--- src/sv/bslpd_pkg.sv ---
// Shared codes and widths for the button short/long press detector.
// No dependencies; imported by button_short_long_press_detector_core.
package bslpd_pkg;

	localparam int unsigned ElapsedW = 16;
	localparam int unsigned HoldW    = 8;
	localparam int unsigned CfgDataW = 16;
	localparam int unsigned CfgIdxW  = 1;

	localparam logic [ElapsedW-1:0] ElapsedMax = '1;
	localparam logic [HoldW-1:0]    HoldMax    = '1;

	localparam logic [ElapsedW-1:0] DebounceReset = 16'd20;
	localparam logic [HoldW-1:0]    LimitReset    = 8'd50;

	// configuration register indexes
	localparam logic [CfgIdxW-1:0] REG_DEBOUNCE = 1'd0;
	localparam logic [CfgIdxW-1:0] REG_LIMIT    = 1'd1;

	// phase codes
	localparam logic [1:0] PH_UP         = 2'd0;
	localparam logic [1:0] PH_DOWN       = 2'd1;
	localparam logic [1:0] PH_AWAIT_LONG = 2'd2;

	// pending event codes
	localparam logic [1:0] EV_NONE  = 2'd0;
	localparam logic [1:0] EV_SHORT = 2'd1;
	localparam logic [1:0] EV_LONG  = 2'd2;

	// reported kind
	localparam logic KIND_SHORT = 1'b0;
	localparam logic KIND_LONG  = 1'b1;

endpackage

--- src/sv/button_short_long_press_detector_core.sv ---
// Button short/long press detector: one tick per request, registered state update.
// Depends on bslpd_pkg.
//
// Each accepted request is one timer tick carrying the sampled button level. The
// whole state update (saturating tick counter, debounce compare, hold counter and
// the up/down/awaiting-long-release machine) happens in the cycle the request is
// accepted, so a new tick is taken every cycle unless stalled. A finished press
// report sits in an output register backed by one skid entry; input stalls only
// when both are full. Reports go out once the button is seen released while in the
// up phase: 0 for a short press, 1 for a long press. Configuration writes take effect next cycle.
module button_short_long_press_detector_core
	import bslpd_pkg::*;
(
	input  logic                clk,
	input  logic                arst_n,
	input  logic                cfg_we,
	input  logic [CfgIdxW-1:0]  cfg_index,
	input  logic [CfgDataW-1:0] cfg_data,
	input  logic                in_valid,
	output logic                in_ready,
	input  logic                pressed,
	output logic                out_valid,
	input  logic                out_ready,
	output logic                event_kind
);

	logic [ElapsedW-1:0] debounce_q;
	logic [HoldW-1:0]    limit_q;

	logic [1:0]          phase_q, phase_d;
	logic [ElapsedW-1:0] elapsed_q, elapsed_d, elapsed_inc;
	logic [HoldW-1:0]    hold_q, hold_d;
	logic [1:0]          pend_q, pend_d;

	logic emit;
	logic emit_kind;

	logic out_valid_q, out_kind_q;
	logic skid_valid_q, skid_kind_q;

	logic in_fire, pop, push;

	assign in_ready = !skid_valid_q;
	assign in_fire  = in_valid && in_ready;
	assign pop      = out_valid_q && out_ready;
	assign push     = in_fire && emit;

	assign out_valid  = out_valid_q;
	assign event_kind = out_kind_q;

	always_ff @(posedge clk or negedge arst_n) begin
		if (!arst_n) begin
			debounce_q <= DebounceReset;
			limit_q    <= LimitReset;
		end else if (cfg_we) begin
			case (cfg_index)
				REG_DEBOUNCE: debounce_q <= cfg_data;
				REG_LIMIT:    limit_q    <= cfg_data[HoldW-1:0];
				default:      ;
			endcase
		end
	end

	assign elapsed_inc = (elapsed_q == ElapsedMax) ? elapsed_q : elapsed_q + 1'b1;

	always_comb begin
		phase_d   = phase_q;
		elapsed_d = elapsed_inc;
		hold_d    = hold_q;
		pend_d    = pend_q;
		emit      = 1'b0;
		emit_kind = (pend_q == EV_SHORT) ? KIND_SHORT : KIND_LONG;
		case (phase_q)
			PH_DOWN: begin
				if (elapsed_inc >= debounce_q) begin
					elapsed_d = '0;
					if (pressed) begin
						pend_d = EV_SHORT;
						// compare uses the count before this sample
						if (hold_q >= limit_q) begin
							phase_d = PH_AWAIT_LONG;
						end
						if (hold_q != HoldMax) begin
							hold_d = hold_q + 1'b1;
						end
					end else begin
						phase_d = PH_UP;
					end
				end
			end
			PH_AWAIT_LONG: begin
				if (!pressed) begin
					pend_d  = EV_LONG;
					phase_d = PH_UP;
				end
			end
			default: begin
				// unused code 3 behaves as up
				phase_d = PH_UP;
				if (pressed) begin
					pend_d    = EV_NONE;
					hold_d    = '0;
					phase_d   = PH_DOWN;
					elapsed_d = '0;
				end else if (pend_q != EV_NONE) begin
					emit   = 1'b1;
					pend_d = EV_NONE;
				end
			end
		endcase
	end

	always_ff @(posedge clk or negedge arst_n) begin
		if (!arst_n) begin
			phase_q   <= PH_UP;
			elapsed_q <= '0;
			hold_q    <= '0;
			pend_q    <= EV_NONE;
		end else if (in_fire) begin
			phase_q   <= phase_d;
			elapsed_q <= elapsed_d;
			hold_q    <= hold_d;
			pend_q    <= pend_d;
		end
	end

	// output register plus one skid entry
	always_ff @(posedge clk or negedge arst_n) begin
		if (!arst_n) begin
			out_valid_q  <= 1'b0;
			skid_valid_q <= 1'b0;
		end else if (skid_valid_q) begin
			if (pop) begin
				out_valid_q  <= 1'b1;
				skid_valid_q <= 1'b0;
			end
		end else if (push) begin
			if (!out_valid_q || pop) begin
				out_valid_q <= 1'b1;
			end else begin
				skid_valid_q <= 1'b1;
			end
		end else if (pop) begin
			out_valid_q <= 1'b0;
		end
	end

	always_ff @(posedge clk) begin
		if (skid_valid_q) begin
			if (pop) begin
				out_kind_q <= skid_kind_q;
			end
		end else if (push) begin
			if (!out_valid_q || pop) begin
				out_kind_q <= emit_kind;
			end else begin
				skid_kind_q <= emit_kind;
			end
		end
	end

	a_skid_behind_out: assert property (@(posedge clk) disable iff (!arst_n)
		skid_valid_q |-> out_valid_q)
		else $error("skid entry held while output register empty");

	a_skid_only_on_stall: assert property (@(posedge clk) disable iff (!arst_n)
		$rose(skid_valid_q) |-> $past(out_valid_q && !out_ready))
		else $error("skid entry filled without an output stall");

	a_long_on_release: assert property (@(posedge clk) disable iff (!arst_n)
		(in_fire && phase_q == PH_AWAIT_LONG && !pressed)
		|=> (pend_q == EV_LONG && phase_q == PH_UP))
		else $error("release after long hold did not mark a long press");

endmodule
--- config.mk ---
export PLATFORM = sky130hd
export DESIGN_NAME = button_short_long_press_detector_core
export DESIGN_NICKNAME = d
export VERILOG_FILES = /design/src/sv/bslpd_pkg.sv /design/src/sv/button_short_long_press_detector_core.sv
export SDC_FILE = /design/constraint.sdc
export NUM_CORES = 1
export LEC_CHECK = 0
export ABC_CLOCK_PERIOD_IN_PS = 5700
export BUFFER_PORTS_ARGS = -buffer_cell sky130_fd_sc_hd__buf_2
export CORE_AREA = 2 2 97 99
export DETAILED_ROUTE_END_ITERATION = 12
export DIE_AREA = 0 0 99 101
export HOLD_SLACK_MARGIN = 0.03
export PLACE_DENSITY_LB_ADDON = 0.2
export SKIP_CTS_REPAIR_TIMING = 1
export SYNTH_ARGS = -nofsm -noshare
export SYNTH_HDL_FRONTEND = slang
export SYNTH_SLANG_ARGS = --single-unit
export TNS_END_PERCENT = 5
--- constraint.sdc ---
create_clock -name clk -period 5.7 [get_ports clk]
set_input_delay 0.285 -clock clk [delete_from_list [all_inputs] [get_ports clk]]
set_output_delay 0.285 -clock clk [all_outputs]
set_load 0.03 [all_outputs]
==> results_dict.tcl, run 1 <==
set metrics [dict create \
    drv_cap 0 \
    initial_core_util 0.391 \
    p_sw_frac 0.342 \
    layout-drive-gt1-share 0.159 \
    endpoint_kind "register" \
    grtUsageMet1 0.226 \
    ys_seq_area_frac 0.404 \
    combPwrFrac 0.299 \
    power.leakage_nw 1.85 \
    crit_start "elapsed_q[4]$_DFFE_PN0P_" \
    rsz0062_at_grt "no" \
    fin_cells 508 \
    post-route-min-period_ps 4590 \
    yosys_warnings 0 \
    p_clk_frac 0.241 \
    drt-initial-drc-count 133 \
    synth_top_cell_by_area "dfrtp_1" \
    setup_viol 0 \
    status "completed" \
    nets 447 \
    synth-main-ff-cell "dfrtp_1" \
    ys_ff_latch 56 \
    slew_violations 0 \
    filler_cell_count 873 \
    die-area_um2 10000 \
    hold_viol_final 0 \
    vias 2742 \
    reg2reg_from "elapsed_q[4]$_DFFE_PN0P_" \
    gp_congestion 0.849 \
    dr.pass1.iters 4 \
    criticalPathCategory "reg -> reg" \
    arrival_ps 4800 \
    multi_input_area_um2 1890 \
    critical_path.max_fanout 16 \
    worst_slew_pin_slew_ps 1040 \
    synth.top_cell.area_share 0.350 \
    vdd_ir_drop_max_v 0.000126 \
    grt-busiest-layer "met2" \
    portBuffers 25 \
    cts_tree "done" \
    use_met2 0.273 \
    diodes 0 \
    synth_cell_types 56 \
    avgSynthCellArea_um2 9.36 \
    mappedNetlistArea_um2 3510 \
    avgViaCountPerCell 5.40 \
    path_clk_slew_ps 100 \
    drc 0 \
    grt_pass1_vias 2732 \
    chipWidth_um 99 \
    p_int_mw 0.716 \
    hp-class "in -> async" \
    tns_ps 0 \
    area_growth_syn_to_layout_pct 9.13 \
    syn_inst 375 \
    routed_wl_um 7670 \
    syn-num-nets 426 \
    clk_path_buf_depth 2 \
    p_switching_mw 0.371 \
    fin_crit_sh 0.806 \
    synth-edff-count 2 \
    power_frac_seq 0.461 \
    synthTopCellsByArea "dfrtp_1 35%, ha_1 10%, nand2_1 5.0%" \
    dpl.cell_count 500 \
    grt_pass1_wl_um 13400 \
    ys_async_sr_fraction 0.964 \
    seq_area_um2 1420 \
    slew-limit-headroom 0.305 \
    gr-total-overflow 0 \
    post_drt_wl_per_cell_um 15.1 \
    cts-root-buf "clkbuf_8" \
    coreArea_um2 8980 \
    antenna_found_initial 0 \
    clock_skew_ps 5.84 \
    clk_latency_ps 310 \
    critPathRequiredTime_ps 5900 \
    grtUsageMet3 0.0264 \
    power.density_nw_per_um2 284 \
    rows 35 \
    hpwl_um 5520 \
    grt_use_total 0.166 \
    cts.sinks 56 \
    htree_levels 2 \
    fmax_mhz 218 \
    ios 26 \
    grt_max_degree 55 \
    drtAntennaViolNets 0 \
    cts_buffers 5 \
    critPathLaunchType "register" \
    die_y_um 101 \
]
==> power groups by stage <==
stage	sequential (mW)	clock (mW)	combinational (mW)
after detailed placement	0.509	0	0.324
after floorplan	0.496	0	0.253
after global routing	0.510	0.294	0.377
final	0.501	0.262	0.325
after global placement	0.507	0	0.318
after CTS	0.501	0.273	0.327
==> stage by stage <==
step	setup slack (ps)	util	total power [mW]	area [um^2]	hold WS [ps]
floorplan	2000	-	0.749	3510	-10.6
global placement	1300	0.414	0.825	3720	470
detailed placement	1180	0.414	0.833	3720	478
CTS	1160	0.426	1.10	3830	136
global route	771	0.426	1.18	3830	152
finish	1110	0.426	1.09	3830	106
==> worst max-delay path: stages (launching register included) <==
cell and delay [ps]:
dfrtp_1 490, nand4_1 280, nor3_1 440, nand3_1 190, nor2_1 140, mux2_2 370
ha_1 280, and4_1 200, nand4_1 140, or4_4 610, a311oi_4 750, nor3_2 240
a221o_1 350
==> synth_stat cells, drive strengths merged (5+ instances only) <==
| master | n |
|---|---|
| dfrtp | 49 |
| nand2 | 47 |
| inv | 35 |
| ha | 28 |
| o21ai | 25 |
| nor2 | 19 |
| a21oi | 16 |
| mux2 | 13 |
| nand3 | 10 |
| nor2b | 10 |
| nor3 | 10 |
| and3 | 8 |
| clkbuf | 8 |
| o31ai | 8 |
| a22o | 7 |
| nand4 | 6 |
| xor2 | 6 |
| and2 | 5 |
| buf | 5 |
| dfstp | 5 |
==> area by class of cell <==
cell class,instances,area share
clock buffers,6,0.0190
flip-flops and latches,56,0.370
repair buffers,27,0.0366
well taps,111,0.0363
inverters,35,0.0343
clock inverters,2,0.00915
multi-input cells,271,0.494
==> per-layer routing <==
layer / vias to the layer above / part of all wire / routed length, um
met5: - / 0 / 0
met2: 46 / 0.46 / 3490
li1: 1377 / - / -
met4: 0 / 0.016 / 119
met1: 1310 / 0.50 / 3830
met3: 9 / 0.029 / 226
==> cell families (layout without fill, tap and decap cells) <==
kind of cell | Yosys count | count (layout) | share of synthesized area
simple gates | 134 | 134 | 0.194
compound gates | 84 | 84 | 0.172
flops | 56 | 56 | 0.404
buf+inv | 48 | 70 | 0.0571
fa+ha+maj | 28 | 28 | 0.0999
mux | 15 | 15 | 0.0474
xor+xnor | 10 | 10 | 0.0250
==> layout by cell type (no fill, tap or decap), types with 7 or more instances in the layout <==
cell type  count
dfrtp_1       49
nand2_1       47
inv_1         35
ha_1          28
buf_2         25
o21ai_0       24
nor2_1        19
a21oi_1       16
mux2_2        13
nand3_1       10
nor2b_1        9
nor3_1         8
and3_1         8
o31ai_1        8
a22o_1         7
==> path summary, 6_finish.rpt <==
| check | end | slack [ps] | cells after the start |
|---|---|---|---|
| max reg2reg | elapsed_q[4]$_DFFE_PN0P_ | 1110 | 12 |
| min reg2reg | limit_q[7]$_DFFE_PN0P_ | 520 | 1 |
| min | phase_q[0]$_DFFE_PN0P_ | 110 | 2 |
| max | elapsed_q[4]$_DFFE_PN0P_ | 1110 | 12 |
| max in group asynchronous | elapsed_q[15]$_DFFE_PN0P_ | 5120 | 2 |
| min in group clk | skid_valid_q$_DFF_PN0_ | 170 | 2 |
==> state kept, by name, indices dropped and copies added (netlist names) <==
register / count
event_kind: 1
skid_valid_q: 1
elapsed_q: 16
limit_q: 8
out_valid: 1
pend_q: 2
debounce_q: 16
phase_q: 2
skid_kind_q: 1
hold_q: 8
Note: power is estimated with default switching activity, not from simulation.
==> run 2, diff against run 1 <==
--- a/config.mk
+++ b/config.mk
@@ -5,7 +5,7 @@
 export SDC_FILE = /design/constraint.sdc
 export NUM_CORES = 1
 export LEC_CHECK = 0
-export ABC_CLOCK_PERIOD_IN_PS = 5700
+export ABC_CLOCK_PERIOD_IN_PS = 4520
 export BUFFER_PORTS_ARGS = -buffer_cell sky130_fd_sc_hd__buf_2
 export CORE_AREA = 2 2 97 99
 export DETAILED_ROUTE_END_ITERATION = 12
==> constraint.sdc (replaced) <==
create_clock -name clk -period 4.52 [get_ports clk]
set_input_delay 0.226 -clock clk [delete_from_list [all_inputs] [get_ports clk]]
set_output_delay 0.226 -clock clk [all_outputs]
set_load 0.03 [all_outputs]
==> results_dict.tcl, run 2 (synthesis results as in run 1) <==
set metrics [dict create \
    status "completed" \
    hp-class "in -> async" \
    filler_cell_count 872 \
    layout_setup_ws_ps 308 \
    cts-root-buf "clkbuf_8" \
    routedLengthMet1_um 3800 \
    drtAntennaViolNets 0 \
    grt_use_total 0.164 \
    clk_path_buf_depth 2 \
    power.leakage_nw 1.86 \
    die-area_um2 10000 \
    power.density_nw_per_um2 352 \
    finalInstanceArea_um2 3850 \
    criticalPathCategory "reg -> reg" \
    avgViaCountPerCell 5.33 \
    dr.pass1.iters 4 \
    place_area_um2 3750 \
    post_drt_wl_per_cell_um 14.9 \
    nets 451 \
    chipWidth_um 99 \
    met3_length_um 246 \
    cts_tree "done" \
    combPwrFrac 0.307 \
    power_frac_seq 0.465 \
    slew_violations 0 \
    cts.sinks 56 \
    drv_cap 0 \
    clock_skew_ps 11.6 \
    antenna_found_initial 0 \
    routed_wl_um 7650 \
    utilization 0.429 \
    wl_met2_um 3500 \
    die_y_um 101 \
    slew-limit-headroom 0.321 \
    arrival_ps 4440 \
    drt-initial-drc-count 92 \
    vias 2728 \
    final_common_cell "dfrtp_1" \
    vdd_ir_drop_max_v 0.000161 \
    coreArea_um2 8980 \
    gr-total-overflow 0 \
    critical_path.max_fanout 10 \
    area_growth_syn_to_layout_pct 9.84 \
    final_cell_mix "49 x dfrtp_1, 47 x nand2_1, 35 x inv_1, 28 x ha_1, 25 x buf_2" \
    rsz0062_at_grt "no" \
    p_int_mw 0.864 \
    hold_slack_ps 24.2 \
    ios 26 \
    p_sw_frac 0.364 \
    clk_latency_ps 330 \
    p_switching_mw 0.494 \
    pre_cts_ws_ps 292 \
    critPathRequiredTime_ps 4750 \
    reg.largest.list "debounce_q (16), elapsed_q (16)" \
    initial_core_util 0.391 \
    cts_buffers 5 \
    diodes 0 \
    fmax_mhz 237 \
    hold_viol_final 0 \
    htree_levels 2 \
    setup_viol 0 \
    drc 0 \
    top_layer_used "met4" \
    endpoint_kind "register" \
    post-route-min-period_ps 4210 \
    grt_pass1_vias 2656 \
    grt_pass1_wl_um 13100 \
    p_clk_frac 0.228 \
    layout-drive-gt1-share 0.172 \
    grt_max_degree 55 \
    fin_crit_sh 0.932 \
    tns_ps 0 \
    portBuffers 25 \
    path_clk_slew_ps 120 \
    rows 35 \
    gp_congestion 0.844 \
    worst_slew_pin_slew_ps 1010 \
    hpwl_um 5600 \
    critPathLaunchType "register" \
]
## run 2: changes by cell type in the layout (fill, tap and decap cells not counted)
cell | previous run | this run
buf_4 | 2 | 6
bufinv_16 | 1 | 0
clkbuf_1 | 1 | 0
clkinv_2 | 1 | 0
inv_6 | 0 | 2
inv_8 | 0 | 1
nor3_1 | 8 | 7
nor3_2 | 2 | 3
## run 2: routing by layer
metal	track usage	up-vias
met2	0.270	43
met5	0	-
met1	0.223	1289
li1	-	1389
met4	0.0464	0
met3	0.0284	7
## run 2: power by group through the flow
| stage | Combinational [mW] | Sequential [mW] | Clock, mW |
|---|---|---|---|
| finish | 0.417 | 0.631 | 0.309 |
| detailed placement | 0.420 | 0.641 | 0 |
| floorplan | 0.319 | 0.626 | 0 |
| global route | 0.484 | 0.643 | 0.336 |
| global placement | 0.412 | 0.638 | 0 |
| CTS | 0.422 | 0.631 | 0.325 |
## run 2: cell type report
type / count / area, um^2 / area share
flip-flops and latches: 56 / 1420 / 0.368
multi-input cells: 271 / 1900 / 0.493
clock buffers: 5 / 68.8 / 0.0179
well taps: 111 / 139 / 0.0360
clock inverters: 3 / 28.8 / 0.00747
inverters: 35 / 131 / 0.0341
repair buffers: 31 / 170 / 0.0442
## run 2: worst paths after layout
path                                                start                         end  slack (ps)  cells past startpoint
worst max-delay path             elapsed_q[4]$_DFFE_PN0P_    elapsed_q[4]$_DFFE_PN0P_         310                     13
worst min-delay path                               arst_n       hold_q[5]$_DFFE_PN0P_          20                      2
worst max register to register   elapsed_q[4]$_DFFE_PN0P_    elapsed_q[4]$_DFFE_PN0P_         310                     13
worst min register to register  debounce_q[2]$_DFFE_PN1P_   debounce_q[2]$_DFFE_PN1P_         520                      2
max in group asynchronous                          arst_n    elapsed_q[7]$_DFFE_PN0P_        4030                      2
min in group clk                             cfg_data[12]  debounce_q[12]$_DFFE_PN0P_          90                      3
## run 2: critical path, stage by stage (launching register included)
cell and delay, ps:
dfrtp_1 480, nand4_1 290, nor3_2 370, nand3_1 170
nor2_1 140, mux2_2 360, ha_1 280, and4_1 210
nand4_1 140, or4_4 610, a311oi_4 450, buf_4 260
nor3_1 60, a221o_1 280
## run 2: stage by stage
step | power (mW) | instances
global placement | 1.05 | 504
CTS | 1.38 | 512
global route | 1.46 | 512
floorplan | 0.944 | 375
detailed placement | 1.06 | 504
finish | 1.36 | 512
==> run 3, diff against run 2 <==
--- a/config.mk
+++ b/config.mk
@@ -13,6 +13,7 @@
 export HOLD_SLACK_MARGIN = 0.03
 export PLACE_DENSITY_LB_ADDON = 0.2
 export SKIP_CTS_REPAIR_TIMING = 1
+export SLEW_MARGIN = 20
 export SYNTH_ARGS = -nofsm -noshare
 export SYNTH_HDL_FRONTEND = slang
 export SYNTH_SLANG_ARGS = --single-unit
==> constraint.sdc (replaced) <==
create_clock -name clk -period 4.52 [get_ports clk]
set_input_delay 0.226 -clock clk [delete_from_list [all_inputs] [get_ports clk]]
set_output_delay 0.226 -clock clk [all_outputs]
set_load 0.005 [all_outputs]
==> results_dict.tcl, run 3 (synthesis results as in run 1) <==
set metrics [dict create \
    status "completed" \
    worst_slew_pin_slew_ps 711 \
    reg.largest.list "debounce_q (16), elapsed_q (16)" \
    criticalPathCategory "reg -> reg" \
    multi_input_area_um2 1900 \
    hpwl_um 5600 \
    avgViaCountPerCell 5.34 \
    drv_cap 0 \
    drtAntennaViolNets 0 \
    post-route-min-period_ps 4200 \
    nets 451 \
    die_y_um 101 \
    vias 2732 \
    cts.sinks 56 \
    antenna_found_initial 0 \
    drc 0 \
    cts-root-buf "clkbuf_8" \
    die-area_um2 10000 \
    dr.pass1.iters 4 \
    final_common_cell "dfrtp_1" \
    hp-class "in -> async" \
    htree_levels 2 \
    post_drt_wl_per_cell_um 14.9 \
    coreArea_um2 8980 \
    routed_wl_um 7650 \
    cpPeakStageDelay_ps 610 \
    final_cell_mix "49 x dfrtp_1, 47 x nand2_1, 35 x inv_1, 28 x ha_1, 25 x buf_2" \
    grt_pass1_vias 2656 \
    seq_area_um2 1420 \
    setup_viol 0 \
    diodes 0 \
    clock_skew_ps 12.7 \
    cpMostUsedCell "nand4_1" \
    power.density_nw_per_um2 351 \
    rsz0062_at_grt "no" \
    tns_ps 0 \
    portBuffers 25 \
    clk_path_buf_depth 2 \
    critical_path.max_fanout 10 \
    cp_slowest_cell "or4_4" \
    arrival_ps 4430 \
    gp_congestion 0.844 \
    ios 26 \
    power.leakage_nw 1.86 \
    crit_chain "nand4_1 > nor3_2 > nand3_1 > nor2_1 > mux2_2 > ha_1 > and4_1 > nand4_1 > or4_4 > a311oi_4 > buf_4 > nor3_1 > a221o_1" \
    layout-drive-gt1-share 0.172 \
    fmax_mhz 238 \
    slew_violations 0 \
    clk_latency_ps 330 \
    initial_core_util 0.391 \
    critPathLaunchType "register" \
    path_clk_slew_ps 120 \
    hold_viol_final 0 \
    slew-limit-headroom 0.526 \
    grt_use_total 0.164 \
    cts_tree "done" \
    grt_pass1_wl_um 13100 \
    endpoint_kind "register" \
    cts_buffers 5 \
    hold_slack_ps 23.4 \
    chipWidth_um 99 \
    gr-total-overflow 0 \
    filler_cell_count 872 \
    critPathRequiredTime_ps 4750 \
    fin_crit_sh 0.929 \
    area_growth_syn_to_layout_pct 9.99 \
    rows 35 \
    grt_max_degree 55 \
    drt-initial-drc-count 92 \
    vdd_ir_drop_max_v 0.000161 \
]
==> run 3: cell types whose count changed in the layout (fill, tap and decap cells not counted) <==
cell / before / now
nor2b_2: 1 / 0
nor2b_4: 0 / 1
==> run 3: area by class of cell <==
type | instances | area share
Clock buffer | 5 | 0.0178
Clock inverter | 3 | 0.00746
Tap cell | 111 | 0.0360
Multi-Input combinational cell | 271 | 0.493
Inverter | 35 | 0.0340
Sequential cell | 56 | 0.367
Timing Repair Buffer | 31 | 0.0441
==> run 3: worst max-delay path: cells and delay by family, from the launching register on <==
kind            cells  cell delay (ps)
mux                 1              360
flops               1              480
compound gates      2              730
fa+ha+maj           1              280
buf+inv             1              260
simple gates        8             1980
==> run 3: report_power, final <==
group	internal (mW)	switching, mW
Sequential	0.573	0.0578
Clock	0.118	0.193
Combinational	0.173	0.241
==> run 3: worst paths after layout <==
kind                       depth (start not counted)  slack (ps)                       from                          to
setup / recovery                                  13         320   elapsed_q[4]$_DFFE_PN0P_    elapsed_q[4]$_DFFE_PN0P_
hold / removal                                     2          20                     arst_n       hold_q[5]$_DFFE_PN0P_
setup reg to reg                                  13         320   elapsed_q[4]$_DFFE_PN0P_    elapsed_q[4]$_DFFE_PN0P_
hold reg to reg                                    2         520  debounce_q[2]$_DFFE_PN1P_   debounce_q[2]$_DFFE_PN1P_
max in group asynchronous                          2        4030                     arst_n    elapsed_q[7]$_DFFE_PN0P_
min in group clk                                   3          90               cfg_data[11]  debounce_q[11]$_DFFE_PN0P_
==> run 3: per-stage QoR <==
stage                     utilization  power (mW)  instances  worst slack [ps]  instance area, um^2
after floorplan                     -       0.941        375               818                 3510
final                           0.430        1.36        512               322                 3860
after detailed placement        0.418        1.06        504               292                 3750
after CTS                       0.429        1.37        512               268                 3850
after global placement          0.418        1.05        504               435                 3750
after global routing            0.430        1.46        512              93.2                 3860
==> run 3: per-layer routing <==
metal	up-vias	share of wire	global-route usage	routed length [um]
met1	1298	0.50	0.223	3840
met2	38	0.46	0.270	3500
met4	0	0.012	0.0464	92
met5	-	0	0	0
met3	7	0.029	0.0284	218
li1	1389	-	-	-
